$ cat src/rtl/core/ctp_pkg.sv
// shared types, status codes and constant tables of the track table parser
// no dependencies
package ctp_pkg;

  localparam int HEADER_DEPTH_DEF = 65536;
  localparam int MAX_TRACKS_DEF   = 31;
  localparam int TC_W             = 6;

  localparam logic [2:0] ST_OK        = 3'd0;
  localparam logic [2:0] ST_HDR_SIZE  = 3'd1;
  localparam logic [2:0] ST_SESSIONS  = 3'd2;
  localparam logic [2:0] ST_NO_TRACKS = 3'd3;
  localparam logic [2:0] ST_TOO_MANY  = 3'd4;
  localparam logic [2:0] ST_SEQUENCE  = 3'd5;
  localparam logic [2:0] ST_EXTENT    = 3'd6;

  localparam logic [1:0] H_STORE = 2'd0;
  localparam logic [1:0] H_2336  = 2'd1;
  localparam logic [1:0] H_MODE1 = 2'd2;
  localparam logic [1:0] H_MODE2 = 2'd3;

  localparam logic [1:0] RM_2048 = 2'd0;
  localparam logic [1:0] RM_2336 = 2'd1;
  localparam logic [1:0] RM_2352 = 2'd2;

  localparam logic [31:0] EXTENT_LIMIT = 32'd1000000;
  localparam logic [31:0] NUM_LIMIT    = 32'd999;
  localparam logic [15:0] SES_LIMIT    = 16'd99;
  localparam logic [31:0] CDT_LIMIT    = 32'd4096;
  localparam logic [15:0] IC_LIMIT     = 16'd64;

  typedef struct packed {
    logic [19:0] pregap;
    logic [19:0] sectors;
    logic [6:0]  ses;
    logic [9:0]  num;
    logic [1:0]  mode;
    logic [1:0]  rm;
    logic [15:0] desc;
  } track_entry_t;

  typedef struct packed {
    logic [30:0] data_offset;
    logic [31:0] stored_size;
    logic [31:0] plain_size;
    logic [1:0]  handling;
    logic        is_pregap;
    logic [6:0]  session_index;
    logic [9:0]  track_index;
    logic [15:0] descriptor_offset;
    logic [2:0]  status;
    logic        last_item;
  } result_t;

  typedef struct packed {
    logic            done;
    logic [2:0]      status;
    logic [6:0]      sessions;
    logic [TC_W-1:0] track_count;
  } scan_status_t;

  function automatic logic [7:0] sentinel_byte(input logic [3:0] k);
    logic [7:0] b;
    unique case (k)
      4'd2:                      b = 8'h01;
      4'd6, 4'd7, 4'd8, 4'd9:    b = 8'hff;
      default:                   b = 8'h00;
    endcase
    return b;
  endfunction

  function automatic logic [11:0] sector_size(input logic [1:0] rm);
    logic [11:0] s;
    unique case (rm)
      RM_2048: s = 12'd2048;
      RM_2336: s = 12'd2336;
      default: s = 12'd2352;
    endcase
    return s;
  endfunction

endpackage

$ cat src/rtl/core/ctp_track_table.sv
// track table: one entry per accepted track block up to MAX_TRACKS, registered read
// depends on ctp_pkg
module ctp_track_table #(
  parameter int MAX_TRACKS = ctp_pkg::MAX_TRACKS_DEF,
  parameter int TAW        = (MAX_TRACKS > 1) ? $clog2(MAX_TRACKS) : 1
) (
  input  logic                  clk,
  input  logic                  we,
  input  logic [TAW-1:0]        waddr,
  input  ctp_pkg::track_entry_t wdata,
  input  logic [TAW-1:0]        raddr,
  output ctp_pkg::track_entry_t rdata
);
  import ctp_pkg::*;

  track_entry_t mem [MAX_TRACKS];

  always_ff @(posedge clk) begin
    if (we) begin
      mem[waddr] <= wdata;
    end
    rdata <= mem[raddr];
  end
endmodule

$ cat config.mk
export PLATFORM = sky130hd
export DESIGN_NAME = ctp_track_table
export DESIGN_NICKNAME = d
export VERILOG_FILES = /design/src/rtl/core/ctp_pkg.sv /design/src/rtl/core/ctp_track_table.sv
export SDC_FILE = /design/constraint.sdc
export NUM_CORES = 2
export LEC_CHECK = 0
export BUFFER_PORTS_ARGS = -buffer_cell sky130_fd_sc_hd__buf_4
export CAP_MARGIN = 20
export CORE_MARGIN = 5
export CORE_UTILIZATION = 45
export CTS_CLUSTER_DIAMETER = 200
export DETAILED_ROUTE_END_ITERATION = 8
export PLACE_DENSITY_LB_ADDON = 0.15
export SKIP_LAST_GASP = 1
export SLEW_MARGIN = 5
export SYNTH_ARGS = -nofsm -noshare
export SYNTH_HDL_FRONTEND = slang
export SYNTH_SLANG_ARGS = --single-unit
$ cat constraint.sdc
create_clock -name clk -period 15.9 [get_ports clk]
set_clock_uncertainty 0.2 [all_clocks]
set_input_delay 1.59 -clock clk [delete_from_list [all_inputs] [get_ports clk]]
set_output_delay 1.59 -clock clk [all_outputs]
set_load 0.005 [all_outputs]
# ---- After elaboration in Yosys (flattened, before gate mapping)
# Memories as Yosys holds them, arrays and structs flattened. A register that Yosys moved wholly into a read port is not among the register bits.
# Cells that the tools add are included.
dict set report word_totals {
  ff_bits 0
  ram_bits 2387
  inputBits 89
  output_inout_bits 77
  word_cells 3
  n_memories 1
}
dict set report classes {
  mux 2
}
# memory words width read_ports rd_clocked_by_memory_dff wr line
set mem_list {}
lappend mem_list {mem 31 77 1 1 1 ctp_track_table.sv:16} ;# track_entry_t mem [MAX_TRACKS];
# operator count
set op_table {}
lappend op_table {{$mux 1} 2}

# ---- Logic depth before layout (Yosys ltp)
dict set report depth {
  ltp_word 2
  ltp_mapped 10
  depth_no_buf 4
}

# ---- Least setup slack after synthesis
# OpenSTA, ideal clock, no wires.
dict set report synth_path {
  path_type {in2reg}
  startpoint {in waddr[1]}
  endpoint {mem mem[12][0] (netlist bit) (enable)}
  setup_time_ns 0.513
  arrival_time_ns 5.463
  t_required_ns 15.187
  path_slack_ns 9.724
  cell_stages 3
  path_buffers 1
  cell_sequence {or3b_2 > clkbuf_1 > nor2_1}
}
# element line
set synth_rtl {}
lappend synth_rtl {{from (decl)} ctp_track_table.sv:9} ;# input logic [TAW-1:0] waddr,
lappend synth_rtl {{to (decl)} ctp_track_table.sv:16}
# Straight into the memory's write port.

==> impl_metrics.py <==
metrics = {
    "run_status": {
        "status": "finished, final reports clean",
    },
    "hold_path": {
        "min_to": "rdata[7]",
        "hold_depth": 4,
        "hp-class": "reg -> reg",
        "hold_start": "mem[12][7]",
    },
    "pwr": {
        "power_density_mw_per_mm2": 130.8,
        "peakVddDrop_mv": 0.1329,
        "finalPower_mw": 13.91,
        "total_leakage_power_nw": 34.52,
    },
    "timing": {
        "period_share_pct": 34.28,
        "relSlewSlack_pct": 23.73,
        "max_freq_mhz": 183.4,
        "fin_crit_ps": 5451,
        "finalHoldViolCount": 0,
        "holdWs_ps": 415.7,
        "finalSetupTns_ps": 0,
        "fin_ws_ps": 10450,
        "setup_violations": 0,
        "tightest_slew_ps": 1144,
        "rsz0062_at_grt": "false",
        "slew_violations": 0,
    },
    "final_layout": {
        "stdcell_count": 7428,
        "fin_util_pct": 51.41,
        "layout_common_cells": "2387 x edfxtp_1, 427 x mux4_2, 351 x mux2i_1",
        "fillers": 16320,
        "layout-drive-gt1-share_pct": 26.64,
        "fin_nets": 4610,
        "multi_input_area_mm2": 0.01914,
        "final-seq-area_mm2": 0.07322,
        "fin_area_mm2": 0.1064,
        "layout_commonest_cell": "edfxtp_1",
        "area_delta_synth_final_pct": 13.74,
    },
    "synthesis": {
        "ys_ff_latch": 2464,
        "ys.warnings.count": 0,
        "synth_top_family_by_area": "multiplexers",
        "syn-num-nets": 4306,
        "synthSimpleGateAreaFrac_pct": 1.377,
        "synth_adder_area_share_pct": 0,
        "synth_area_mm2": 0.09351,
        "ys_seq_area_share_pct": 78.30,
        "synth_compound_area_share_pct": 2.867,
        "synth.avg_cell_area_um2": 22.17,
        "synth_cells": 4217,
        "synthMuxAreaShare_pct": 15.93,
        "synth.distinct_cells": 37,
        "synth_xor_area_share_pct": 0,
    },
    "global_routing": {
        "track_usage_pct": 21.69,
        "first_global_vias": 45710,
        "grt_max_degree": 122,
        "grt_pass1_wl_um": 338200,
        "antenna_found_initial": 16,
        "grt.overflow.total": 0,
    },
    "worst_setup_path": {
        "critPathSlowestCell": "buf_4",
        "ff2ff_path_depth": 4,
        "cp_max_fo": 103,
        "rr_startpoint": "mem[19][49]",
        "timing.reg2reg.setup_slack_ps": 13890,
        "cp_num_buf_inv": 4,
        "cp.arrival_ps": 5970,
        "r2r-end": "rdata[49]",
        "end_kind": "flip-flop",
        "cp_cell_sequence": "buf_8 > buf_4 > buf_12 > buf_4 > mux4_2 > mux2_2 > o22ai_1 > a222oi_1",
        "path_class": "in -> reg",
        "cpMostUsedCell": "buf_4",
        "worstPathRequired_ps": 16420,
        "cpPeakStageDelay_ps": 870,
        "startpoint_type": "input port",
        "critPathTopFamily": "buffers and inverters",
    },
    "place": {
        "gp_congestion": 0.7257,
        "dpl_cell_area_mm2": 0.09789,
        "placedCellCount": 6947,
        "pre_cts_ws_ps": 9488,
        "dp_hpwl_um": 113700,
        "numPortBuffers": 165,
    },
    "die": {
        "core_area_mm2": 0.2069,
        "initial_core_util_pct": 45.20,
        "rows": 167,
        "die-area_mm2": 0.2170,
        "io_pins": 166,
        "die_h_um": 465.8,
        "die_x_um": 465.8,
    },
    "route": {
        "drtIter0Drc": 4647,
        "detail-route-antenna-nets": 0,
        "dr.pass1.iters": 5,
        "wl_per_cell_um": 31.95,
        "via_count": 44160,
        "wirelength_um": 237300,
        "via_per_inst": 5.945,
        "drc": 0,
    },
    "run": {
        "cap_violations": 0,
    },
    "clock_tree": {
        "numCtsBuffers": 276,
        "cts_tree": "done",
        "cts_hold_buffers": 0,
        "clk_latency_ps": 910,
        "cts_setup_buffers": 0,
        "cts-root-buf": "clkbuf_16",
        "ctsResizeCount": 0,
        "htree_levels": 5,
        "clock-sinks": 2464,
        "clk_pin_slew_ps": 60,
        "cts_buffer_depth": 4,
    },
}
==> cells in the mapped netlist <==
| master | count | share of area [%] |
|---|---|---|
| mux2i_1 | 351 | 3.8 |
| buf_6 | 28 | 0.34 |
| nand2b_1 | 88 | 0.59 |
| and2_1 | 2 | 0.013 |
| clkbuf_1 | 84 | 0.34 |
| a31oi_1 | 5 | 0.033 |
| a221oi_1 | 6 | 0.056 |
| o221ai_1 | 52 | 0.49 |
| a22oi_1 | 41 | 0.33 |
| buf_12 | 1 | 0.021 |
| nand4_1 | 13 | 0.087 |
| nand4b_1 | 4 | 0.037 |
| a222oi_1 | 52 | 0.56 |
| a211oi_1 | 4 | 0.032 |
| buf_1 | 10 | 0.040 |
| a21o_1 | 10 | 0.080 |
| or2_2 | 6 | 0.040 |
| edfxtp_1 | 2387 | 77 |
| nand3_1 | 27 | 0.14 |
| buf_4 | 53 | 0.43 |
| nor2b_1 | 8 | 0.054 |
| or3b_2 | 3 | 0.028 |
| o211a_1 | 52 | 0.56 |
| or3_1 | 1 | 0.0067 |
| nand2_1 | 45 | 0.18 |
| mux2_2 | 150 | 1.8 |
| mux4_2 | 427 | 10 |
| dfxtp_1 | 77 | 1.6 |
| o211ai_1 | 14 | 0.11 |
| mux2_1 | 7 | 0.084 |
| nand3b_1 | 5 | 0.040 |
| a21oi_1 | 18 | 0.096 |
| nor2_1 | 39 | 0.16 |
| a221o_1 | 3 | 0.032 |
| buf_2 | 67 | 0.36 |
| o22ai_1 | 62 | 0.41 |
| o21ai_0 | 15 | 0.080 |
==> state kept, by name (all words and copies together) (netlist names) <==
signal	cells
mem	2387
rdata	77
==> worst reg2reg max path, cell delays in order, from the launching register on <==
cell,delay [ps]
edfxtp_1,360
mux4_2,460
mux2_2,290
a221oi_1,300
a31oi_1,170
==> routing by layer <==
metal,up-vias,global-route usage [%],share of wire (%)
met5,-,0,0.018
met4,6,5.131,2.0
met3,340,3.056,5.4
met2,1405,36.41,50
met1,24010,30.37,43
li1,18410,-,-
==> report_power, final <==
group	internal (mW)	switching [mW]	leakage, nW	total [mW]
logic	0.264	0.381	8.22	0.645
registers	7.22	0.0389	22.2	7.26
clock network	3.55	2.46	4.15	6.01
==> final cells by class <==
class / count / area share [%]
sequential: 2464 / 68.85
multi-input combinational: 1510 / 18.00
clock buffer: 381 / 7.235
tap: 2704 / 3.181
timing repair buffer: 269 / 2.013
clock inverter: 95 / 0.7141
antenna: 5 / 0.01176
==> cell families (layout without fill, tap and decap cells) <==
logic type | Yosys count | count (layout)
mux | 935 | 935
simple gates | 241 | 241
buf+inv | 243 | 745
compound gates | 334 | 334
flops | 2464 | 2464
other cells | 0 | 5
==> worst max-delay path by stage <==
stage | from | endpoint | slack, ps | depth (start not counted)
after floorplan | waddr[1] | mem[12][0] | 9720 | 3
after global placement | raddr[0] | rdata[70] | 9480 | 8
after detailed placement | raddr[0] | rdata[70] | 9490 | 8
after CTS | raddr[0] | rdata[70] | 10440 | 8
after global routing | raddr[0] | rdata[70] | 10140 | 8
final | raddr[0] | rdata[70] | 10450 | 8
Note: power is estimated with default switching activity, not from simulation.
