### src/rtl/core/ctp_pkg.sv
// shared types, status codes and constant tables of the track table parser
// no dependencies
package ctp_pkg;

  localparam int HEADER_DEPTH_DEF = 65536;
  localparam int MAX_TRACKS_DEF   = 31;
  localparam int TC_W             = 6;

  localparam logic [2:0] ST_OK        = 3'd0;
  localparam logic [2:0] ST_HDR_SIZE  = 3'd1;
  localparam logic [2:0] ST_SESSIONS  = 3'd2;
  localparam logic [2:0] ST_NO_TRACKS = 3'd3;
  localparam logic [2:0] ST_TOO_MANY  = 3'd4;
  localparam logic [2:0] ST_SEQUENCE  = 3'd5;
  localparam logic [2:0] ST_EXTENT    = 3'd6;

  localparam logic [1:0] H_STORE = 2'd0;
  localparam logic [1:0] H_2336  = 2'd1;
  localparam logic [1:0] H_MODE1 = 2'd2;
  localparam logic [1:0] H_MODE2 = 2'd3;

  localparam logic [1:0] RM_2048 = 2'd0;
  localparam logic [1:0] RM_2336 = 2'd1;
  localparam logic [1:0] RM_2352 = 2'd2;

  localparam logic [31:0] EXTENT_LIMIT = 32'd1000000;
  localparam logic [31:0] NUM_LIMIT    = 32'd999;
  localparam logic [15:0] SES_LIMIT    = 16'd99;
  localparam logic [31:0] CDT_LIMIT    = 32'd4096;
  localparam logic [15:0] IC_LIMIT     = 16'd64;

  typedef struct packed {
    logic [19:0] pregap;
    logic [19:0] sectors;
    logic [6:0]  ses;
    logic [9:0]  num;
    logic [1:0]  mode;
    logic [1:0]  rm;
    logic [15:0] desc;
  } track_entry_t;

  typedef struct packed {
    logic [30:0] data_offset;
    logic [31:0] stored_size;
    logic [31:0] plain_size;
    logic [1:0]  handling;
    logic        is_pregap;
    logic [6:0]  session_index;
    logic [9:0]  track_index;
    logic [15:0] descriptor_offset;
    logic [2:0]  status;
    logic        last_item;
  } result_t;

  typedef struct packed {
    logic            done;
    logic [2:0]      status;
    logic [6:0]      sessions;
    logic [TC_W-1:0] track_count;
  } scan_status_t;

  function automatic logic [7:0] sentinel_byte(input logic [3:0] k);
    logic [7:0] b;
    unique case (k)
      4'd2:                      b = 8'h01;
      4'd6, 4'd7, 4'd8, 4'd9:    b = 8'hff;
      default:                   b = 8'h00;
    endcase
    return b;
  endfunction

  function automatic logic [11:0] sector_size(input logic [1:0] rm);
    logic [11:0] s;
    unique case (rm)
      RM_2048: s = 12'd2048;
      RM_2336: s = 12'd2336;
      default: s = 12'd2352;
    endcase
    return s;
  endfunction

endpackage

### src/rtl/core/ctp_walker.sv
// table walker: sequence, session and extent check, then entry emission, sharing one
// 20x12 multiplier for byte extents; depends on ctp_pkg
module ctp_walker #(
  parameter int MAX_TRACKS = ctp_pkg::MAX_TRACKS_DEF,
  parameter int TAW        = (MAX_TRACKS > 1) ? $clog2(MAX_TRACKS) : 1
) (
  input  logic                      clk,
  input  logic                      rst,
  input  logic                      start,
  input  logic [2:0]                start_status,
  input  logic [6:0]                sessions,
  input  logic [ctp_pkg::TC_W-1:0]  track_count,
  input  logic [30:0]               header_position,
  output logic [TAW-1:0]            tbl_raddr,
  input  ctp_pkg::track_entry_t     tbl_rdata,
  output logic                      push_valid,
  input  logic                      push_ready,
  output ctp_pkg::result_t          push_item,
  output logic                      done
);
  import ctp_pkg::*;

  localparam logic [3:0] W_IDLE   = 4'd0;
  localparam logic [3:0] W_CK_RD  = 4'd1;
  localparam logic [3:0] W_CK_ENT = 4'd2;
  localparam logic [3:0] W_CK_PG  = 4'd3;
  localparam logic [3:0] W_CK_SC  = 4'd4;
  localparam logic [3:0] W_CK_END = 4'd5;
  localparam logic [3:0] W_EM_RD  = 4'd6;
  localparam logic [3:0] W_EM_ENT = 4'd7;
  localparam logic [3:0] W_EM_PG  = 4'd8;
  localparam logic [3:0] W_EM_SC  = 4'd9;
  localparam logic [3:0] W_EM_OPG = 4'd10;
  localparam logic [3:0] W_EM_OTR = 4'd11;
  localparam logic [3:0] W_STAT   = 4'd12;

  logic [3:0]      state;
  logic [TC_W-1:0] i;
  logic [6:0]      es;
  logic [9:0]      et;
  logic [37:0]     off;
  logic [2:0]      status;
  logic [31:0]     pgb;
  logic [31:0]     packed_sz;
  logic [31:0]     prod;

  logic [19:0] mul_a;
  logic [11:0] ss;
  logic        new_ses;
  logic [6:0]  es_n;
  logic [9:0]  et_n;
  logic        last_entry;

  assign tbl_raddr = i[TAW-1:0];
  assign ss        = sector_size(tbl_rdata.rm);
  assign mul_a     = (state == W_CK_ENT || state == W_EM_ENT) ? tbl_rdata.pregap
                                                              : tbl_rdata.sectors;
  assign new_ses   = (tbl_rdata.ses == es + 7'd1) && (tbl_rdata.num == 10'd0);
  assign es_n      = new_ses ? es + 7'd1 : es;
  assign et_n      = new_ses ? 10'd0 : et;
  assign last_entry = (i + TC_W'(1) == track_count);

  always_ff @(posedge clk) begin
    prod <= {12'd0, mul_a} * {20'd0, ss};
  end

  always_comb begin
    push_item  = '0;
    push_valid = 1'b0;
    unique case (state)
      W_EM_OPG: begin
        push_valid                  = (pgb != 32'd0);
        push_item.data_offset       = off[30:0];
        push_item.stored_size       = pgb;
        push_item.plain_size        = pgb;
        push_item.is_pregap         = 1'b1;
        push_item.session_index     = tbl_rdata.ses;
        push_item.track_index       = tbl_rdata.num;
        push_item.descriptor_offset = tbl_rdata.desc;
      end
      W_EM_OTR: begin
        push_valid                  = 1'b1;
        push_item.data_offset       = off[30:0];
        push_item.stored_size       = packed_sz;
        push_item.session_index     = tbl_rdata.ses;
        push_item.track_index       = tbl_rdata.num;
        push_item.descriptor_offset = tbl_rdata.desc;
        if (tbl_rdata.mode != 2'd0) begin
          // data tracks unwrap to 2048 bytes per sector
          push_item.plain_size = {1'b0, tbl_rdata.sectors, 11'd0};
          if (tbl_rdata.rm == RM_2336) begin
            push_item.handling = H_2336;
          end else if (tbl_rdata.rm == RM_2352) begin
            push_item.handling = (tbl_rdata.mode == 2'd1) ? H_MODE1 : H_MODE2;
          end else begin
            push_item.handling = H_STORE;
          end
        end else begin
          push_item.plain_size = packed_sz;
          push_item.handling   = H_STORE;
        end
      end
      W_STAT: begin
        push_valid          = 1'b1;
        push_item.status    = status;
        push_item.last_item = 1'b1;
      end
      default: begin
        push_valid = 1'b0;
      end
    endcase
  end

  assign done = (state == W_STAT) && push_ready;

  always_ff @(posedge clk) begin
    if (rst) begin
      state  <= W_IDLE;
      status <= ST_OK;
    end else begin
      unique case (state)
        W_IDLE: begin
          if (start) begin
            status <= start_status;
            i      <= '0;
            es     <= 7'd0;
            et     <= 10'd0;
            off    <= 38'd0;
            state  <= (start_status == ST_OK) ? W_CK_RD : W_STAT;
          end
        end
        W_CK_RD: state <= W_CK_ENT;
        W_CK_ENT: begin
          if (tbl_rdata.ses != es_n || tbl_rdata.num != et_n) begin
            status <= ST_SEQUENCE;
            state  <= W_STAT;
          end else begin
            es    <= es_n;
            et    <= et_n + 10'd1;
            state <= W_CK_PG;
          end
        end
        W_CK_PG: begin
          off   <= off + {6'd0, prod};
          state <= W_CK_SC;
        end
        W_CK_SC: begin
          off   <= off + {6'd0, prod};
          i     <= i + TC_W'(1);
          state <= last_entry ? W_CK_END : W_CK_RD;
        end
        W_CK_END: begin
          if ({1'b0, sessions} < {1'b0, es} + 8'd1 || {1'b0, sessions} > {1'b0, es} + 8'd2) begin
            status <= ST_SESSIONS;
            state  <= W_STAT;
          end else if (off != {7'd0, header_position}) begin
            status <= ST_EXTENT;
            state  <= W_STAT;
          end else begin
            off   <= 38'd0;
            i     <= '0;
            state <= W_EM_RD;
          end
        end
        W_EM_RD:  state <= W_EM_ENT;
        W_EM_ENT: state <= W_EM_PG;
        W_EM_PG: begin
          pgb   <= prod;
          state <= W_EM_SC;
        end
        W_EM_SC: begin
          packed_sz <= prod;
          state     <= W_EM_OPG;
        end
        W_EM_OPG: begin
          if (pgb == 32'd0) begin
            state <= W_EM_OTR;
          end else if (push_ready) begin
            off   <= off + {6'd0, pgb};
            state <= W_EM_OTR;
          end
        end
        W_EM_OTR: begin
          if (push_ready) begin
            off   <= off + {6'd0, packed_sz};
            i     <= i + TC_W'(1);
            state <= last_entry ? W_STAT : W_EM_RD;
          end
        end
        W_STAT: begin
          if (push_ready) begin
            state <= W_IDLE;
          end
        end
        default: state <= W_IDLE;
      endcase
    end
  end
endmodule
### config.mk
export PLATFORM = sky130hd
export DESIGN_NAME = ctp_walker
export DESIGN_NICKNAME = d
export VERILOG_FILES = /design/src/rtl/core/ctp_pkg.sv /design/src/rtl/core/ctp_walker.sv
export SDC_FILE = /design/constraint.sdc
export NUM_CORES = 1
export LEC_CHECK = 0
export BUFFER_PORTS_ARGS = -buffer_cell sky130_fd_sc_hd__buf_2
export CAP_MARGIN = 20
export CORE_ASPECT_RATIO = 1.5
export CORE_MARGIN = 5
export CORE_UTILIZATION = 45
export DETAILED_ROUTE_END_ITERATION = 7
export PLACE_DENSITY = 0.67
export SETUP_SLACK_MARGIN = 0.4
export SYNTH_ARGS = -nofsm -noshare
export SYNTH_HDL_FRONTEND = slang
export SYNTH_SLANG_ARGS = --single-unit
### constraint.sdc
create_clock -name clk -period 6.4 [get_ports clk]
set_clock_uncertainty 0.05 [all_clocks]
set_input_delay 0.64 -clock clk [delete_from_list [all_inputs] [get_ports clk]]
set_output_delay 0.64 -clock clk [all_outputs]
set_load 0.02 [all_outputs]
* Word level (Yosys, flattened, before mapping)
Cells that the tools add are included.
** Cells by class
- Add/sub/neg operators :: 8
- Multiply operators :: 1
- Order comparisons :: 2
- Equal/unequal tests :: 31
- Muxes and demuxes :: 49
- Bitwise gates (word level) :: 1
- Reductions and logical operators :: 26
** Operator list (count)
- $mux 38 :: 6
- $pmux 38 s5 :: 1
- $pmux 95 s2 :: 1
- $add 38x32->38 :: 3
- $pmux 4 s13 :: 1
- $mux 4 :: 11
- $ne 38x31->1 :: 1
- $mux 34 :: 1
- $mux 33 :: 1
- $logic_not 32->1 :: 1
- $mul 20x12->32 :: 1
- $reduce_bool 32->1 :: 1
- $mux 10 :: 3
- $mux 6 :: 4
- $pmux 6 s4 :: 1
- $mux 7 :: 3
- $eq 4x4->1 const B :: 5
- $mux 20 :: 1
- $pmux 10 s2 :: 1
- $pmux 9 s2 :: 1
- $eq 4x3->1 const B :: 4
- $ne 2x2->1 const B :: 8
- $mux 3 :: 5
- $pmux 7 s2 :: 1
- other kinds (37) :: 52
** Storage, ports and cells
- Register bits after elaboration :: 164
- Input port bits :: 128
- Output and inout port bits :: 142
- Logic and storage cells :: 127

* Logic depth before layout (Yosys ltp)
- Depth after elaboration :: 8
- Mapped depth :: 23
- Gate-level depth less buffers :: 21

* Worst setup path before layout
Ideal clock, no wire load.
- Kind :: register -> register
- From :: register state[2]
- To :: register prod[23]
- Setup time :: 72 ps
- Data arrival time :: 5917 ps
- Required time :: 6278 ps
- Setup slack :: 361 ps
- Cell stages (with the launch flop) :: 22
- Path buffers :: 3
- Period minus slack after synthesis :: 6039 ps
- Cell sequence :: dfxtp_1 > clkbuf_1 > xor2_1 > nor3_1 > clkbuf_1 > buf_2 > mux2i_1 > nor2b_1 > ha_1 > ha_1 > ha_1 > fa_1 > ha_1 > fa_1 > a21o_1 > a21o_1 > a21o_1 > a311o_1 > a2111o_1 > a31o_2 > a21oi_1 > xnor2_1
** On the way
- Word-level cells in the longest chain between the ends :: 4
- Elaborated cells between the ends (all ways) :: 5
- Classes of those cells :: mul: 1; eq/ne: 2; mux: 1; reduce/logical: 1
** Ends and longest elaborated chain
- from (decl) :: RTL line ctp_walker.sv:37 : logic [3:0] state;
- from (signal assigned) :: RTL line ctp_walker.sv:129 : state <= (start_status == ST_OK) ? W_CK_RD : W_STAT;
- from (signal assigned) :: RTL line ctp_walker.sv:150 : state <= last_entry ? W_CK_END : W_CK_RD;
- from (signal assigned) :: RTL line ctp_walker.sv:187 : state <= last_entry ? W_STAT : W_EM_RD;
- $eq 4x2->1 / $eq 4x3->1 (equally long branches) :: RTL line ctp_walker.sv:56 : assign mul_a = (state == W_CK_ENT || state == W_EM_ENT) ? tbl_rdata.pregap
- $logic_or 1x1->1 * :: RTL line ctp_walker.sv:56
- $mux 20 * :: RTL line ctp_walker.sv:56
- $mul 20x12->32 * :: RTL line ctp_walker.sv:64 : prod <= {12'd0, mul_a} * {20'd0, ss};
- to (signal assigned) :: RTL line ctp_walker.sv:64
- to (decl) :: RTL line ctp_walker.sv:45 : logic [31:0] prod;
Mark *: on every way between the ends. The rest lies on a longest branch, timed or not.
A chain may end at the register's enable or synchronous reset.

* Worst setup path after layout
- From :: register state[0]
- To :: register prod[23]
Same word-level chain as after synthesis.

==> PnR_summary.wiki <==
{| class="wikitable"
! Metric !! Value
|-
| Avg Cell Area, Syn || 9.255 µm²
|-
| Start point of the critical path || state[0]$_SDFFE_PP0P_
|-
| Global-route wire length before repair || 59710 µm
|-
| Global route total overflow || 0
|-
| Flip-flop cell with the highest count after synthesis || sky130_fd_sc_hd__edfxtp_1
|-
| Cell family contributing the most delay on the critical path || adder cells
|-
| Chip Width || 149.2 µm
|-
| Number of pins with negative max-slew slack in the final report || 0
|-
| Top post-synthesis cells by area || sky130_fd_sc_hd__edfxtp_1 26%, sky130_fd_sc_hd__ha_1 15%, sky130_fd_sc_hd__dfxtp_1 5.4%
|-
| Largest area contributor in the synthesized netlist || sky130_fd_sc_hd__edfxtp_1
|-
| Setup repair after global routing missed its margin || false
|-
| Tot GR Track Use || a little under a quarter
|-
| Placement Cell Area || 0.01476 mm²
|-
| Largest net degree at the start of global routing || 69
|-
| Count of TritonRoute iterations in the first routing pass || 7
|-
| Final standard cell utilization of the core || 53.56%
|-
| Transition time at the pin with the least slew margin || between 1 and 1.5 ns
|-
| Area of the placeable core || 0.02872 mm²
|-
| Area Growth Syn to Fin || 17.54%
|-
| Average vias per placed instance || 5.550
|-
| Register bit count reported by yosys || around 150
|-
| Initial standard-cell utilization of the core || 45.57%
|-
| Status || finished, final reports clean
|-
| Worst path required time || 6.71 ns
|-
| Most used standard cell by instance count after synthesis || sky130_fd_sc_hd__ha_1
|-
| Filler cell count || 2705
|-
| Worst-path clk slew || 0.07 ns
|-
| CTS tree || built
|-
| Vias in the first global route || 11630
|-
| Origin of the critical flop-to-flop path || state[0]$_SDFFE_PP0P_
|-
| P_leak || 7.411 nW
|-
| Number of buffer and inverter stages on the critical path || 1
|-
| Count of antenna-violating nets left after detailed routing || 0
|-
| Via total after detailed routing || 11390
|-
| Share of the synthesized area in the top cell type || roughly a quarter
|-
| Worst-Skew Late Latency || between 0.4 and 0.5 ns
|-
| Placer congestion estimate || 0.9289
|-
| Count of H-tree levels built during CTS || 4
|-
| Final HPWL DP || slightly above 30000 µm
|-
| End of the critical path || prod[23]$_DFF_P_
|-
| Sequential element share of the synthesized area || 31.28%
|-
| Post-layout power || 6.219 mW
|-
| Top cells by instance count after synthesis || 156 x sky130_fd_sc_hd__ha_1, 116 x sky130_fd_sc_hd__nor2_1, 113 x sky130_fd_sc_hd__edfxtp_1, 102 x sky130_fd_sc_hd__inv_1, 100 x sky130_fd_sc_hd__nand2_1
|-
| Post-synth EDFFs || 113
|-
| Worst-case reg-to-reg path depth || 20
|-
| Routed wire length || 37950 µm
|-
| Sum of negative setup slack || 0 ns
|-
| Top fanout value on the critical path || 20
|-
| Port Buffer Count || 257
|-
| Final antenna diode count || 0
|-
| Synthesized instance count || 1414
|-
| Count of routing violations after the opening detailed-route iteration || 570
|-
| Power Dens Cells || 404.3 mW/mm²
|-
| Final layout net count || 1966
|-
| Max Clk Rate || 175.1 MHz
|-
| Count of cell instances traversed by the critical path || 20
|-
| Count of yosys warnings during synthesis || 0
|-
| RR Endpoint || prod[23]$_DFF_P_
|-
| Critical path start-end classification || reg2reg
|-
| Number of buffers inserted by hold repair at cts || 0
|-
| Most common cell type on the critical path || sky130_fd_sc_hd__ha_1
|-
| Area occupied by multi-input gates || between 0.008 and 0.009 mm²
|-
| Classification of the worst-slack hold path || reg2reg
|-
| Final routed DRC violation total || 0
|-
| CP Data Arrival Time || about 6.0 ns
|-
| Inserted Clock Buffers || 17
|-
| Cell breakdown of the critical path || xor2_1, nor3_4, buf_12, mux2i_1, nor2b_1, ha_1, ha_1, ha_1, fa_1, ha_1, ha_1, fa_1, a21o_1, a21o_1, a21o_1, a311o_1, a2111o_1, a31o_2, a21oi_1, xnor2_1
|-
| Cell row count || 76
|-
| Worst R2R Setup Slack || 0.69 ns
|-
| CP startpoint kind || flop
|-
| Worst relative slew slack || between 30% and 40%
|-
| Vertical extent of the die || roughly 220 µm
|-
| Worst path slowest cell || sky130_fd_sc_hd__fa_1
|-
| Share of final-layout standard cells stronger than drive strength 1 || between 20 and 25%
|-
| Number of antenna violations at the first check in global routing || 0
|-
| Peak supply drop || 196.7 µV
|-
| Total of max-cap violations || 0
|-
| Post-synthesis cell type count || between 70 and 80
|-
| Kind of capture point of the worst setup path || flop
|-
| Highest cell delay on the worst timing path || 0.49 ns
|-
| Minimum clock period || 5.712 ns
|-
| Final number of hold-violating endpoints || 0
|-
| Area of the die || 0.03266 mm²
|-
| Period utilization || 89.25%
|-
| Area taken by flip-flops and latches || 0.004095 mm²
|-
| Final design instance area without fill || 0.01538 mm²
|-
| Number of top-level design ports || 270
|-
| Endpoints failing setup || 0
|-
| Post-synthesis async set-or-reset flop share || 0%
|-
| Post-DR wirelength/cell || 18.49 µm
|-
| CTS sink cnt || 148
|-
| Largest buffer count on any clock path || 2
|-
| CTS root buf || sky130_fd_sc_hd__clkbuf_16
|-
| Netlist Area Pre-Place || 0.01309 mm²
|}
## repair_timing
item	4_1_cts	5_1_grt
resized for setup	0	4
endpoints found under the setup margin	0	5
setup buffers	0	0
## metrics by stage
stage	std cells	hold WS, ns	setup slack (ns)
floorplan	1425	0.3759	0.5522
global placement	2020	0.3815	0.6401
detailed placement	2020	0.3921	0.5565
CTS	2052	0.3953	0.5395
global route	2053	0.4094	0.4291
finish	2053	0.3977	0.6881
## flip-flops by register name, indices dropped and copies added, names as in the netlist
register	cells
prod	28
packed_sz	28
pgb	28
status	3
state	4
i	6
et	10
off	34
es	7
## kinds of logic (layout without fill, tap and decap cells)
kind of cell,count (synthesis),after routing,synth area share (%)
other,1,12,0.02866
DFF,148,148,31.28
buffers and inverters,177,415,5.718
and+or+nand+nor,473,473,18.35
AOI/OAI and AO/OA,275,275,13.80
xor gates and xnor gates,108,108,7.649
muxes,44,44,3.366
adders and majority gates,188,188,19.81
## per-layer routing
layer | wire length (µm) | vias up | track usage, % | share of wire (%)
li1 | - | 5546 | - | -
met3 | 2071 | 76 | 2.644 | 5.5
met2 | 19670 | 378 | 42.02 | 52
met5 | 0 | - | 0 | 0
met1 | 14870 | 5394 | 27.16 | 39
met4 | 1343 | 0 | 9.344 | 3.5
## where the power goes
| part | switching, mW | total (mW) | internal (mW) |
|---|---|---|---|
| Clock | 0.414 | 0.983 | 0.568 |
| Combinational | 1.99 | 3.47 | 1.48 |
| Sequential | 0.317 | 1.77 | 1.45 |
| Total | 2.72 | 6.22 | 3.50 |
## how the worst min path moves through the flow
stage,startpoint,slack [ns],cells past startpoint,to
6_report,prod[18]$_DFF_P_,0.40,0,packed_sz[18]$_DFFE_PP_
5_1_grt,prod[18]$_DFF_P_,0.41,0,packed_sz[18]$_DFFE_PP_
4_1_cts,prod[18]$_DFF_P_,0.40,0,packed_sz[18]$_DFFE_PP_
3_5_place_dp,prod[20]$_DFF_P_,0.39,0,packed_sz[20]$_DFFE_PP_
2_1_floorplan,prod[10]$_DFF_P_,0.38,0,packed_sz[10]$_DFFE_PP_
3_3_place_gp,prod[19]$_DFF_P_,0.38,0,packed_sz[19]$_DFFE_PP_
## layout make-up
class,instances,area share (%)
flip-flops and latches,148,26.62
well taps,390,3.173
clock buffers,21,3.270
multi-input cells,1100,54.15
repair buffers,281,9.745
clock inverters,11,0.5450
inverters,102,2.489
## cells in the final DEF, fill, tap and decap left out, types with 20 or more instances in the layout
master,Yosys,routed
sky130_fd_sc_hd__a21o_1,24,24
sky130_fd_sc_hd__a21oi_1,78,78
sky130_fd_sc_hd__and3_1,62,62
sky130_fd_sc_hd__buf_2,3,257
sky130_fd_sc_hd__buf_4,19,22
sky130_fd_sc_hd__dfxtp_1,35,34
sky130_fd_sc_hd__edfxtp_1,113,113
sky130_fd_sc_hd__fa_1,32,32
sky130_fd_sc_hd__ha_1,156,156
sky130_fd_sc_hd__inv_1,102,102
sky130_fd_sc_hd__mux2i_1,44,43
sky130_fd_sc_hd__nand2_1,100,100
sky130_fd_sc_hd__nand3_1,32,32
sky130_fd_sc_hd__nand4_1,20,20
sky130_fd_sc_hd__nor2_1,116,112
sky130_fd_sc_hd__nor2b_1,39,39
sky130_fd_sc_hd__nor3_1,21,20
sky130_fd_sc_hd__o21ai_0,67,66
sky130_fd_sc_hd__xnor2_1,58,58
sky130_fd_sc_hd__xor2_1,46,46
No activity file was read; power rests on OpenSTA's default activity.
