--- src/rtl/core/ctp_pkg.sv ---
// shared types, status codes and constant tables of the track table parser
// no dependencies
package ctp_pkg;

  localparam int HEADER_DEPTH_DEF = 65536;
  localparam int MAX_TRACKS_DEF   = 31;
  localparam int TC_W             = 6;

  localparam logic [2:0] ST_OK        = 3'd0;
  localparam logic [2:0] ST_HDR_SIZE  = 3'd1;
  localparam logic [2:0] ST_SESSIONS  = 3'd2;
  localparam logic [2:0] ST_NO_TRACKS = 3'd3;
  localparam logic [2:0] ST_TOO_MANY  = 3'd4;
  localparam logic [2:0] ST_SEQUENCE  = 3'd5;
  localparam logic [2:0] ST_EXTENT    = 3'd6;

  localparam logic [1:0] H_STORE = 2'd0;
  localparam logic [1:0] H_2336  = 2'd1;
  localparam logic [1:0] H_MODE1 = 2'd2;
  localparam logic [1:0] H_MODE2 = 2'd3;

  localparam logic [1:0] RM_2048 = 2'd0;
  localparam logic [1:0] RM_2336 = 2'd1;
  localparam logic [1:0] RM_2352 = 2'd2;

  localparam logic [31:0] EXTENT_LIMIT = 32'd1000000;
  localparam logic [31:0] NUM_LIMIT    = 32'd999;
  localparam logic [15:0] SES_LIMIT    = 16'd99;
  localparam logic [31:0] CDT_LIMIT    = 32'd4096;
  localparam logic [15:0] IC_LIMIT     = 16'd64;

  typedef struct packed {
    logic [19:0] pregap;
    logic [19:0] sectors;
    logic [6:0]  ses;
    logic [9:0]  num;
    logic [1:0]  mode;
    logic [1:0]  rm;
    logic [15:0] desc;
  } track_entry_t;

  typedef struct packed {
    logic [30:0] data_offset;
    logic [31:0] stored_size;
    logic [31:0] plain_size;
    logic [1:0]  handling;
    logic        is_pregap;
    logic [6:0]  session_index;
    logic [9:0]  track_index;
    logic [15:0] descriptor_offset;
    logic [2:0]  status;
    logic        last_item;
  } result_t;

  typedef struct packed {
    logic            done;
    logic [2:0]      status;
    logic [6:0]      sessions;
    logic [TC_W-1:0] track_count;
  } scan_status_t;

  function automatic logic [7:0] sentinel_byte(input logic [3:0] k);
    logic [7:0] b;
    unique case (k)
      4'd2:                      b = 8'h01;
      4'd6, 4'd7, 4'd8, 4'd9:    b = 8'hff;
      default:                   b = 8'h00;
    endcase
    return b;
  endfunction

  function automatic logic [11:0] sector_size(input logic [1:0] rm);
    logic [11:0] s;
    unique case (rm)
      RM_2048: s = 12'd2048;
      RM_2336: s = 12'd2336;
      default: s = 12'd2352;
    endcase
    return s;
  endfunction

endpackage

--- src/rtl/core/ctp_scanner.sv ---
// header scan sequencer: reads the session count, finds sentinel pairs, decodes
// and range checks each track block through one byte read unit; depends on ctp_pkg
module ctp_scanner #(
  parameter int DEPTH      = ctp_pkg::HEADER_DEPTH_DEF,
  parameter int MAX_TRACKS = ctp_pkg::MAX_TRACKS_DEF,
  parameter int AW         = $clog2(DEPTH),
  parameter int CW         = $clog2(DEPTH + 2),
  parameter int TAW        = (MAX_TRACKS > 1) ? $clog2(MAX_TRACKS) : 1
) (
  input  logic                  clk,
  input  logic                  rst,
  input  logic                  start,
  input  logic [CW-1:0]         hdr_len,
  output logic [AW-1:0]         raddr,
  input  logic [7:0]            rdata,
  output logic                  tbl_we,
  output logic [TAW-1:0]        tbl_waddr,
  output ctp_pkg::track_entry_t tbl_wdata,
  output ctp_pkg::scan_status_t stat
);
  import ctp_pkg::*;

  localparam int PW = ((AW > 17) ? AW : 17) + 3;

  localparam logic [4:0] S_IDLE = 5'd0;
  localparam logic [4:0] S_RD_A = 5'd1;
  localparam logic [4:0] S_RD_D = 5'd2;
  localparam logic [4:0] S_SES  = 5'd3;
  localparam logic [4:0] S_LOOP = 5'd4;
  localparam logic [4:0] S_SENT = 5'd5;
  localparam logic [4:0] S_FNL  = 5'd6;
  localparam logic [4:0] S_ICP  = 5'd7;
  localparam logic [4:0] S_IC   = 5'd8;
  localparam logic [4:0] S_CDT  = 5'd9;
  localparam logic [4:0] S_FIX  = 5'd10;
  localparam logic [4:0] S_MODE = 5'd11;
  localparam logic [4:0] S_RM   = 5'd12;
  localparam logic [4:0] S_SESN = 5'd13;
  localparam logic [4:0] S_NUM  = 5'd14;
  localparam logic [4:0] S_PRE  = 5'd15;
  localparam logic [4:0] S_SECT = 5'd16;
  localparam logic [4:0] S_DONE = 5'd17;

  logic [4:0]      state;
  logic [4:0]      ret;
  logic [PW-1:0]   first;
  logic [4:0]      k;
  logic [PW-1:0]   ra;
  logic [2:0]      rn;
  logic [1:0]      rj;
  logic [31:0]     acc;
  logic [PW-1:0]   icp;
  logic [8:0]      isz;
  logic            multi;
  logic [PW-1:0]   fixed;
  logic [1:0]      mode;
  logic [1:0]      rm;
  logic [6:0]      ses;
  logic [9:0]      num;
  logic [19:0]     pregap;
  logic [6:0]      sessions;
  logic [TC_W-1:0] tc;
  logic [2:0]      status;

  logic [PW-1:0] len;
  logic [7:0]    rbyte;
  logic [4:0]    k_mod;
  logic [PW-1:0] icp_c;
  logic [8:0]    isz_c;
  logic [12:0]   cdt;
  logic          sect_ok;

  assign len   = {{(PW-CW){1'b0}}, hdr_len};
  assign raddr = ra[AW-1:0];
  // bytes past the header read as zero
  assign rbyte = (ra < len) ? rdata : 8'h00;
  assign k_mod = (k >= 5'd10) ? k - 5'd10 : k;
  assign icp_c = first + PW'(56) + {{(PW-8){1'b0}}, acc[7:0]};
  assign isz_c = {acc[6:0], 2'b00};
  assign cdt   = acc[12:0];
  assign sect_ok = (acc != 32'd0) && (acc <= EXTENT_LIMIT);

  assign tbl_we    = (state == S_SECT) && sect_ok && (tc < TC_W'(MAX_TRACKS));
  assign tbl_waddr = tc[TAW-1:0];
  assign tbl_wdata = '{pregap: pregap, sectors: acc[19:0], ses: ses, num: num,
                       mode: mode, rm: rm, desc: first[15:0]};

  assign stat = '{done: (state == S_DONE), status: status, sessions: sessions,
                  track_count: tc};

  always_ff @(posedge clk) begin
    if (rst) begin
      state  <= S_IDLE;
      tc     <= '0;
      status <= ST_OK;
    end else begin
      if (state != S_RD_A && state != S_RD_D) begin
        rj  <= 2'd0;
        acc <= 32'd0;
      end
      unique case (state)
        S_IDLE: begin
          if (start) begin
            first <= '0;
            tc    <= '0;
            ra    <= '0;
            rn    <= 3'd2;
            ret   <= S_SES;
            state <= S_RD_A;
          end
        end
        S_RD_A: state <= S_RD_D;
        S_RD_D: begin
          acc[{rj, 3'b000} +: 8] <= rbyte;
          if ({1'b0, rj} == rn - 3'd1) begin
            state <= ret;
          end else begin
            rj    <= rj + 2'd1;
            ra    <= ra + PW'(1);
            state <= S_RD_A;
          end
        end
        S_SES: begin
          if (acc[15:0] == 16'd0 || acc[15:0] > SES_LIMIT) begin
            status <= ST_SESSIONS;
            state  <= S_DONE;
          end else begin
            sessions <= acc[6:0];
            state    <= S_LOOP;
          end
        end
        S_LOOP: begin
          if (first + PW'(20) > len) begin
            if (tc == '0) begin
              status <= ST_NO_TRACKS;
            end else if (tc > TC_W'(MAX_TRACKS)) begin
              status <= ST_TOO_MANY;
            end else begin
              status <= ST_OK;
            end
            state <= S_DONE;
          end else begin
            k     <= 5'd0;
            ra    <= first;
            rn    <= 3'd1;
            ret   <= S_SENT;
            state <= S_RD_A;
          end
        end
        S_SENT: begin
          if (acc[7:0] != sentinel_byte(k_mod[3:0])) begin
            first <= first + PW'(1);
            state <= S_LOOP;
          end else if (k == 5'd19) begin
            state <= S_FNL;
          end else begin
            k     <= k + 5'd1;
            ra    <= first + {{(PW-5){1'b0}}, k} + PW'(1);
            rn    <= 3'd1;
            ret   <= S_SENT;
            state <= S_RD_A;
          end
        end
        S_FNL: begin
          if (first + PW'(25) > len) begin
            first <= first + PW'(1);
            state <= S_LOOP;
          end else begin
            ra    <= first + PW'(24);
            rn    <= 3'd1;
            ret   <= S_ICP;
            state <= S_RD_A;
          end
        end
        S_ICP: begin
          icp <= icp_c;
          if (icp_c + PW'(2) > len) begin
            first <= first + PW'(1);
            state <= S_LOOP;
          end else begin
            ra    <= icp_c;
            rn    <= 3'd2;
            ret   <= S_IC;
            state <= S_RD_A;
          end
        end
        S_IC: begin
          if (acc[15:0] == 16'd0 || acc[15:0] > IC_LIMIT ||
              icp + PW'(6) + {{(PW-9){1'b0}}, isz_c} > len) begin
            first <= first + PW'(1);
            state <= S_LOOP;
          end else begin
            isz   <= isz_c;
            multi <= (acc[15:0] >= 16'd2);
            ra    <= icp + PW'(2) + {{(PW-9){1'b0}}, isz_c};
            rn    <= 3'd4;
            ret   <= S_CDT;
            state <= S_RD_A;
          end
        end
        S_CDT: begin
          if (acc > CDT_LIMIT) begin
            first <= first + PW'(1);
            state <= S_LOOP;
          end else begin
            // cdt * 18 as two shifted terms
            fixed <= icp + PW'(6) + {{(PW-9){1'b0}}, isz} +
                     {{(PW-17){1'b0}}, cdt, 4'b0000} + {{(PW-14){1'b0}}, cdt, 1'b0};
            state <= S_FIX;
          end
        end
        S_FIX: begin
          if (fixed + PW'(46) > len) begin
            first <= first + PW'(1);
            state <= S_LOOP;
          end else begin
            ra    <= fixed + PW'(2);
            rn    <= 3'd1;
            ret   <= S_MODE;
            state <= S_RD_A;
          end
        end
        S_MODE: begin
          if (acc[7:0] > 8'd2) begin
            first <= first + PW'(1);
            state <= S_LOOP;
          end else begin
            mode  <= acc[1:0];
            ra    <= fixed + PW'(42);
            rn    <= 3'd4;
            ret   <= S_RM;
            state <= S_RD_A;
          end
        end
        S_RM: begin
          if (acc > 32'd2) begin
            first <= first + PW'(1);
            state <= S_LOOP;
          end else begin
            rm    <= acc[1:0];
            ra    <= fixed + PW'(10);
            rn    <= 3'd4;
            ret   <= S_SESN;
            state <= S_RD_A;
          end
        end
        S_SESN: begin
          if (acc >= {25'd0, sessions}) begin
            first <= first + PW'(1);
            state <= S_LOOP;
          end else begin
            ses   <= acc[6:0];
            ra    <= fixed + PW'(14);
            rn    <= 3'd4;
            ret   <= S_NUM;
            state <= S_RD_A;
          end
        end
        S_NUM: begin
          if (acc > NUM_LIMIT) begin
            first <= first + PW'(1);
            state <= S_LOOP;
          end else begin
            num   <= acc[9:0];
            ra    <= icp + PW'(2);
            rn    <= 3'd4;
            ret   <= S_PRE;
            state <= S_RD_A;
          end
        end
        S_PRE: begin
          if (acc > EXTENT_LIMIT) begin
            first <= first + PW'(1);
            state <= S_LOOP;
          end else begin
            pregap <= acc[19:0];
            ra     <= multi ? icp + PW'(6) : fixed + PW'(22);
            rn     <= 3'd4;
            ret    <= S_SECT;
            state  <= S_RD_A;
          end
        end
        S_SECT: begin
          if (!sect_ok) begin
            first <= first + PW'(1);
          end else begin
            if (tc <= TC_W'(MAX_TRACKS)) begin
              tc <= tc + TC_W'(1);
            end
            first <= first + PW'(20);
          end
          state <= S_LOOP;
        end
        S_DONE: state <= S_IDLE;
        default: state <= S_IDLE;
      endcase
    end
  end
endmodule

--- config.mk ---
export PLATFORM = sky130hd
export DESIGN_NAME = ctp_scanner
export DESIGN_NICKNAME = d
export VERILOG_FILES = /design/src/rtl/core/ctp_pkg.sv /design/src/rtl/core/ctp_scanner.sv
export SDC_FILE = /design/constraint.sdc
export NUM_CORES = 1
export LEC_CHECK = 0
export ABC_AREA = 1
export BUFFER_PORTS_ARGS = -buffer_cell sky130_fd_sc_hd__buf_2
export CAP_MARGIN = 20
export CORE_MARGIN = 10
export CORE_UTILIZATION = 45
export DETAILED_ROUTE_END_ITERATION = 10
export GPL_ROUTABILITY_DRIVEN = 0
export GPL_TIMING_DRIVEN = 1
export PLACE_DENSITY_LB_ADDON = 0.12
export SLEW_MARGIN = 20
export SYNTH_ARGS = -nofsm -noshare
export SYNTH_HDL_FRONTEND = slang
export SYNTH_SLANG_ARGS = --single-unit
--- constraint.sdc ---
create_clock -name clk -period 7.6 [get_ports clk]
set_clock_uncertainty 0.2 [all_clocks]
set_input_delay 0.38 -clock clk [delete_from_list [all_inputs] [get_ports clk]]
set_output_delay 0.38 -clock clk [all_outputs]
set_load 0.02 [all_outputs]
== Word-level counts from Yosys, hierarchy flattened ==
Index checks and enable logic that the tools add are counted.

* Add/sub/neg operators: 29
* Order comparisons: 20
* Eq/ne operators: 56
* Shift operators: 2
* Mux-type cells: 99
* Bitwise operators: 9
* Reductions and logical operators: 33

{| class="wikitable"
|+ Operator list
! kind !! number
|-
| 20-bit 2-to-1 mux || 27
|-
| 20-bit case mux with 13 select lines || 2
|-
| 20-bit by 17-bit > comparator with 1-bit output || 5
|-
| 5-bit 2-to-1 mux || 20
|-
| 32-bit 2-to-1 mux || 3
|-
| 5-bit case mux with 17 select lines || 1
|-
| 3-bit 2-to-1 mux || 28
|-
| 20-bit by 5-bit adder with 20-bit output, second input constant || 4
|-
| 20-bit by 1-bit adder with 20-bit output, second input constant || 3
|-
| 20-bit by 2-bit adder with 20-bit output, second input constant || 3
|-
| 20-bit by 6-bit adder with 20-bit output, second input constant || 3
|-
| 20-bit by 9-bit adder with 20-bit output || 3
|-
| 5-bit case mux with 12 select lines || 1
|-
| 2-bit inequality test, second input constant || 28
|-
| 20-bit by 4-bit adder with 20-bit output, second input constant || 2
|-
| 5-bit by 4-bit == test with 1-bit output, second input constant || 8
|-
| 3-bit case mux with 12 select lines || 1
|-
| 32-bit bitwise mux || 1
|-
| 32-bit by 7-bit greater-or-equal comparator with 1-bit output || 1
|-
| 16-bit by 7-bit > comparator with 1-bit output, second input constant || 2
|-
| 32-bit by 10-bit > comparator with 1-bit output, second input constant || 1
|-
| 32-bit by 13-bit > comparator with 1-bit output, second input constant || 1
|-
| 32-bit by 2-bit > comparator with 1-bit output, second input constant || 1
|-
| 32-bit by 20-bit > comparator with 1-bit output, second input constant || 1
|-
| other kinds (59) || 98
|}

* Register bits after elaboration: 197
* Output and inout port bits: 116
* Logic and storage cells: 268

== Depth between registers and ports, before layout ==
Gate-level depths: netlist of run 1.

* Depth after elaboration: 10
* Depth in mapped cells: 34
* Gate-level depth less buffers: 33

== Worst setup path after synthesis of run 1 ==
Ideal clock, no wire load.

* Path kind: register -> register
* Start point: register acc[1]
* End point: register ra[0], enable pin
* Setup time: 397 ps
* Arrival time: 4,822 ps
* Path slack: 2,181 ps
* Cell stages (with the launch flop): 30
* Buffers on the path: 0
* Period minus slack after synthesis: 5,419 ps
* Cells stage by stage: edfxtp_1 ha_1 ha_1 inv_1 fa_1 inv_1 ha_1 inv_1 nor2_1 nand3_1 nor2_1 nand3_1 nor2_2 nand2_1 nor2_2 xor2_1 ha_1 a21oi_1 nor2_1 a211oi_1 nand2_1 nand2_1 nand2_1 nand2_1 nand2_1 nor2_2 nand2_1 nand2_1 nand3b_1 nor2_1

* Word-level cells in the longest chain between the ends: 5
* Elaborated cells on any way between the ends: 24

{| class="wikitable"
|+ Ends and longest elaborated chain
! what !! RTL line !! source
|-
| start, declared || ctp_scanner.sv:51 || <nowiki>logic [31:0] acc;</nowiki>
|-
| start signal, assigned by index || ctp_scanner.sv:114 || <nowiki>acc[{rj, 3'b000} +: 8] <= rbyte;</nowiki>
|-
| 20-bit by 8-bit adder with 20-bit output || ctp_scanner.sv:78 || <nowiki>assign icp_c = first + PW'(56) + {{(PW-8){1'b0}}, acc[7:0]};</nowiki>
|-
| named net icp_c[2] || ctp_scanner.sv:68 || <nowiki>logic [PW-1:0] icp_c;</nowiki>
|-
| 20-bit by 2-bit adder with 20-bit output || ctp_scanner.sv:177 || <nowiki>if (icp_c + PW'(2) > len) begin</nowiki>
|-
| 20-bit by 17-bit > comparator with 1-bit output || ctp_scanner.sv:177 ||
|-
| 2-bit inequality test (no source line) || -- ||
|-
| 16-bit AND reduction (no source line) || -- ||
|-
| end signal, assigned || ctp_scanner.sv:169 || <nowiki>ra <= first + PW'(24);</nowiki>
|-
| end signal, assigned || ctp_scanner.sv:181 || <nowiki>ra <= icp_c;</nowiki>
|-
| end signal, assigned || ctp_scanner.sv:195 || <nowiki>ra <= icp + PW'(2) + {{(PW-9){1'b0}}, isz_c};</nowiki>
|-
| end, declared || ctp_scanner.sv:48 || <nowiki>logic [PW-1:0] ra;</nowiki>
|}

The timed path passes the listed nets, and every way through them passes these cells.
A chain may end at the register's enable or synchronous reset.

== Final worst setup path of run 1 ==
* Start point: register icp[1]
* End point: register ra[19], enable pin

* Word-level cells in the longest chain between the ends: 6

{| class="wikitable"
|+ Ends and longest elaborated chain
! what !! RTL line !! source
|-
| start, declared || ctp_scanner.sv:52 || <nowiki>logic [PW-1:0] icp;</nowiki>
|-
| start signal, assigned || ctp_scanner.sv:176 || <nowiki>icp <= icp_c;</nowiki>
|-
| 20-bit by 3-bit adder with 20-bit output || ctp_scanner.sv:189 || <nowiki>icp + PW'(6) + {{(PW-9){1'b0}}, isz_c} > len) begin</nowiki>
|-
| 20-bit by 9-bit adder with 20-bit output || ctp_scanner.sv:189 ||
|-
| 20-bit by 17-bit > comparator with 1-bit output || ctp_scanner.sv:189 ||
|-
| 1-bit logical OR || ctp_scanner.sv:188 || <nowiki>if (acc[15:0] == 16'd0 || acc[15:0] > IC_LIMIT ||</nowiki>
|-
| 2-bit inequality test (no source line) || -- ||
|-
| 16-bit AND reduction (no source line) || -- ||
|-
| end signal, assigned || ctp_scanner.sv:181 ||
|-
| end signal, assigned || ctp_scanner.sv:195 ||
|-
| end signal, assigned || ctp_scanner.sv:217 || <nowiki>ra <= fixed + PW'(2);</nowiki>
|}

Every way passes these cells.

==> run metrics, run 1 <==
FF-to-FF path depth=29; Peak Freq=171 MHz; CP Max Fanout=13; most used cell, CP=nand2_1; routed len/inst=22.1 um; Setup crit start kind=flop; status=completed; die width=230 um; remaining antenna violation count=0; vias in the first global route=18600; Reg power frac=32.0%; CTS tree=built; Final WS setup=1.76 ns; Switching Share=46.6%; IO Pins=144; area occupied by registers=5780 sq um; fillcell total=4359; top-count cell post-synth=nand2_1; CTS resizes=0; Rows=76; via count=19200; initial antenna violation count=0; worst r2r src=icp[1]; GRT Total Usage=27.2%; drc violations=0; area growth from synthesis to layout=8.36%; Async SR Flop Fraction=0%; Clock power frac=20.2%; worst setup path endpoint=ra[19]; Period minus WS final=5.84 ns; area of the multi-input gates=12000 sq um; RSZ-0062 raised after global routing=false; Synth cell types=61; Hold Buf Count CTS=0; # nets final=2984; Worst EP arrival=5.82 ns; DP HPWL=58900 um; DR pass1 iterations=6; CTS root buf=clkbuf_16; Syn Area/Cell=7.52 sq um; Yosys reg bits=197; setup TNS=0 ns; Routed WL=73500 um; global route overflow=0; setup bufs post-CTS=0; Die ar.=53000 sq um; final hold vios=0; largest net degree at the start of global routing=39; max-cap viol count=0; Die Ht=230 um; clock latency on the worst-skew pair=0.48 ns; R2R setup slack=1.76 ns; number of enable flip-flop cells after synthesis=183; total CTS buffers=17; initial core utilization=45.9%; area fraction of the dominant cell type after synthesis=27.6%; Worst-Margin Slew=0.844 ns; Synth Cell Area=19900 sq um; Syn. warnings=0; Final period util=76.8%; Logic pwr share=47.8%; HP Class=primary input to flop; 1st-iter DRT viols=2250; layout cells sized above 1=11.7%; Pins Over Slew Limit=0; Internal=2680 uW; most frequent cells after synthesis=nand2_1, inv_1, nor2_1, ha_1, edfxtp_1; CP Class=flop to flop; Worst VDD drop=181 uV; Core Area=43400 sq um; Antenna Cells=0; slowest stage cell, crit path=edfxtp_1; vias per cell=5.77; global-route wire length before repair=111000 um; synthesized instance count=2644; leading post-synthesis cells by cell area=edfxtp_1, ha_1, nand2_1; Setup Viol. Count Final=0; fin util=49.7%; Rel. slew slack=43.6%; deepest clock path buffer count=2; htree depth=4; leading area contributor after synthesis=edfxtp_1; syn nets=2896; reported net switching power=2340 uW; Reg clk slew, reported paths=0.09 ns; Post-Place Setup Slack=1.87 ns; Crit path required time=7.58 ns; Pleak=0.00968 uW; slowest stage delay, CP=0.52 ns; worst r2r dst=ra[19]; Crit. End Element=flop; number of clock sinks=197; post-synthesis sequential area ratio=29.0%; PortBufs=143; Pwr per Cell Area=233 nW/um^2; CP Launch Point=icp[1]; Top FF cell, synth=edfxtp_1
-- worst min-delay path by stage --
| stage | from | endpoint | slack [ns] | depth (start not counted) |
|---|---|---|---|---|
| 5_1_grt | start | tc[4] | 0.11 | 4 |
| 3_5_place_dp | status[2] | status[2] | 0.26 | 2 |
| 3_3_place_gp | status[2] | status[2] | 0.26 | 2 |
| 2_1_floorplan | acc[14] | pregap[14] | 0.25 | 0 |
| 6_report | start | tc[4] | 0.09 | 4 |
| 4_1_cts | start | tc[4] | 0.08 | 4 |
-- stage by stage --
| step | total power, uW | instances | hold WS (ns) | cell area, sq um |
|---|---|---|---|---|
| floorplan | 3310 | 2644 | 0.251 | 19900 |
| global placement | 3920 | 3297 | 0.256 | 20900 |
| detailed placement | 3970 | 3298 | 0.260 | 20900 |
| CTS | 4980 | 3330 | 0.0771 | 21500 |
| global route | 5350 | 3330 | 0.106 | 21600 |
| finish | 5010 | 3330 | 0.0903 | 21600 |
-- logic make-up after synthesis --
group,share of synthesized area [%]
DFF,29.0
buffers and inverters,10.9
adders and majority gates,15.0
and+or+nand+nor,26.4
xor gates and xnor gates,6.30
AOI/OAI and AO/OA,12.4
-- critical path: cells and delay by family, from the launching register on --
family | cells | cell delay [ns]
xor gates and xnor gates | 2 | 0.54
and+or+nand+nor | 18 | 2.31
buffers and inverters | 3 | 0.47
AOI/OAI and AO/OA | 3 | 0.65
adders and majority gates | 3 | 0.81
DFF | 1 | 0.52
-- metal layers --
metal	vias up	part of all wire, %	GRT usage, %
li1	9051	-	-
met1	8921	41	34.0
met4	0	5.4	14.8
met2	1032	44	42.4
met5	-	0	0
met3	202	9.8	6.45
-- registers in the layout, summed over array words and instances (netlist names), 6 cells and up --
| signal | cells |
|---|---|
| fixed | 20 |
| acc | 32 |
| sessions | 7 |
| pregap | 20 |
| num | 10 |
| isz | 7 |
| ses | 7 |
| icp | 20 |
| tc | 6 |
| first | 20 |
| ra | 20 |
-- area by class of cell --
class / instances / share of cell area (%)
Inverter: 412 / 7.19
Clock inverter: 15 / 0.964
Clock buffer: 17 / 1.97
Multi-Input combinational cell: 1939 / 55.6
Timing Repair Buffer: 165 / 4.12
Tap cell: 585 / 3.40
Sequential cell: 197 / 26.8
-- cell usage in the layout (no fill, tap or decap), types with 114 or more instances in the layout --
cell type	n
nor2_1	256
xor2_1	114
buf_2	143
nand3_1	165
ha_1	201
o21ai_0	118
edfxtp_1	183
a21oi_1	135
inv_1	377
nand2_1	521
-- power groups by stage --
stage	clock (uW)	sequential (uW)	combinational [uW]
finish	1010	1610	2390
global route	1060	1620	2670
CTS	1020	1600	2360
detailed placement	0	1620	2350
global placement	0	1620	2300
floorplan	0	1530	1780
(Power assumes the default switching activity.)
==> inputs of run 2 (changes only) <==
==> constraint.sdc (replaced) <==
create_clock -name clk -period 5.3 [get_ports clk]
set_clock_uncertainty 0.2 [all_clocks]
set_input_delay 0.265 -clock clk [delete_from_list [all_inputs] [get_ports clk]]
set_output_delay 0.265 -clock clk [all_outputs]
set_load 0.02 [all_outputs]
==> run 2 against run 1 <==
  * Count of clock-buffer cells in the layout is 2 higher
  * Combinational power is 57% higher
  * Register-to-register slack worse by 1.6 ns
  * Final area is 2.4% higher
  * Critical endpoint is now ra[6]
==> run metrics, run 2 (synthesis results as in run 1) <==
status=completed; fin util=50.9% (+1.2 points); via count=19600 (+2.1%); Crit path required time=5.31 ns (-2.27 ns); overall power=7400 uW (+48%); vias per cell=5.82 (+0.92%); CTS root buf=clkbuf_16; initial antenna violation count=1 (+1); HP Class=primary input to flop; Period minus WS final=5.14 ns (-0.699 ns); 1st-iter DRT viols=2396 (+6.5%); WHS=0.0114 ns (-0.0789 ns); Worst EP arrival=5.14 ns (-0.68 ns); final hold vios=0 (unchanged); layout cells sized above 1=14.4% (+2.7 points); area of the multi-input gates=12200 sq um (+1.9%); Rel. slew slack=29.9% (-14 points); WP buf/inv=4 (+1); routed len/inst=22.5 um (+2.1%); Routed WL=76000 um (+3.3%); IO Pins=144 (unchanged); initial core utilization=45.9% (unchanged); CP delay by family, top=simple AND/OR/NAND/NOR gates; die width=230 um (unchanged); clock latency on the worst-skew pair=0.49 ns (about the same); Pleak=0.00989 uW (+2.3%); Final period util=96.9% (+20 points); # nets final=3024 (+1.3%); Rows=76 (unchanged); most common cell after layout, fill and taps aside=nand2_1; most used cell, CP=nor2_4; slowest stage delay, CP=0.45 ns (-0.07 ns); Pwr per Cell Area=335 nW/um^2 (+44%); area occupied by registers=5780 sq um (unchanged); Worst-Margin Slew=1.04 ns (+0.200 ns); remaining antenna violation count=0 (unchanged); area growth from synthesis to layout=11.0%; Crit. End Element=flop; global-route wire length before repair=113000 um (+1.8%); PortBufs=143 (unchanged); drc violations=0 (unchanged); Pins Over Slew Limit=0 (unchanged); number of clock sinks=197 (unchanged); Reg clk slew, reported paths=0.08 ns (about the same); largest net degree at the start of global routing=38 (-2.6%); Antenna Cells=0 (unchanged); deepest clock path buffer count=2 (unchanged); Peak Freq=195 MHz (+14%); Setup crit start kind=flop; DR pass1 iterations=6 (unchanged); Setup Viol. Count Final=0 (unchanged); CP Max Fanout=5 (-8); CTS tree=built; vias in the first global route=18700 (+0.68%); most frequent cells in the layout=nand2_1, inv_1, nor2_1; htree depth=4 (unchanged); slowest stage cell, crit path=fa_2; Die Ht=230 um (unchanged); fillcell total=4288 (-1.6%); Worst VDD drop=267 uV (+47%); CP Class=flop to flop; DP HPWL=60500 um (+2.6%); total CTS buffers=17 (unchanged); GRT Total Usage=27.7% (+0.51 points); Biggest register=acc; max FFs per register=32 (unchanged); Die ar.=53000 sq um (unchanged); Core Area=43400 sq um (unchanged); max-cap viol count=0 (unchanged); global route overflow=0 (unchanged)
-- run 2: changes by cell type in the layout (fill, tap and decap cells not counted), sizes merged --
cell,before,now
buf,165,204
clkinv,15,11
clkbuf,17,20
clkinvlp,0,2
bufinv,2,1
inv,410,411
-- run 2: cell type report --
cell class                      count  share of cell area, %
Clock buffer                       19                   1.96
Clock inverter                     13                  0.703
Inverter                          412                   7.02
Multi-Input combinational cell   1939                   55.3
Sequential cell                   197                   26.2
Tap cell                          585                   3.32
Timing Repair Buffer              205                   5.56
-- run 2: path summary, 6_finish.rpt --
| check | start | to | slack, ns | cells past startpoint |
|---|---|---|---|---|
| max | acc[1] | ra[6] | 0.16 | 30 |
| min | start | tc[4] | 0.01 | 4 |
| max reg2reg | acc[1] | ra[6] | 0.16 | 30 |
| min reg2reg | status[2] | status[2] | 0.27 | 2 |
-- run 2: stage by stage --
| stage | cells | cell area, sq um | setup WS, ns | TNS [ns] |
|---|---|---|---|---|
| 2_1_floorplan | 2644 | 19900 | 0.00531 | 0 |
| 3_3_place_gp | 3320 | 21100 | 0.233 | 0 |
| 3_5_place_dp | 3320 | 21100 | 0.0463 | 0 |
| 4_1_cts | 3352 | 21700 | 0.00157 | 0 |
| 5_1_grt | 3370 | 22100 | -0.0450 | -0.823 |
| 6_report | 3370 | 22100 | 0.164 | 0 |
-- run 2: metal layers --
layer / up-vias / track usage, % / wire [um]
met5: - / 0 / 0
met4: 0 / 13.6 / 3640
met3: 172 / 4.83 / 6810
met2: 1055 / 44.4 / 34300
met1: 9269 / 35.3 / 31200
li1: 9120 / - / -
-- run 2: power by group --
part           internal, uW  switching (uW)
Sequential             2010             241
Combinational          1240            2520
Clock                   674             717
Total                  3920            3470
-- run 2: worst register-to-register path, delay by kind of cell (launching register included) --
family	cells	cell delay [ns]
AND/OR/NAND/NOR	18	1.94
adder cells (fa/ha/maj)	5	1.36
buffers and inverters	4	0.42
flip-flops	1	0.39
AO/OA/AOI/OAI	2	0.36
XOR/XNOR	1	0.18
-- run 2: timing repair --
item | CTS | global route
resized for setup | 0 | 58
hold buffers | 0 | 0
setup buffers | 0 | 15
endpoints found under the setup margin | 0 | 58
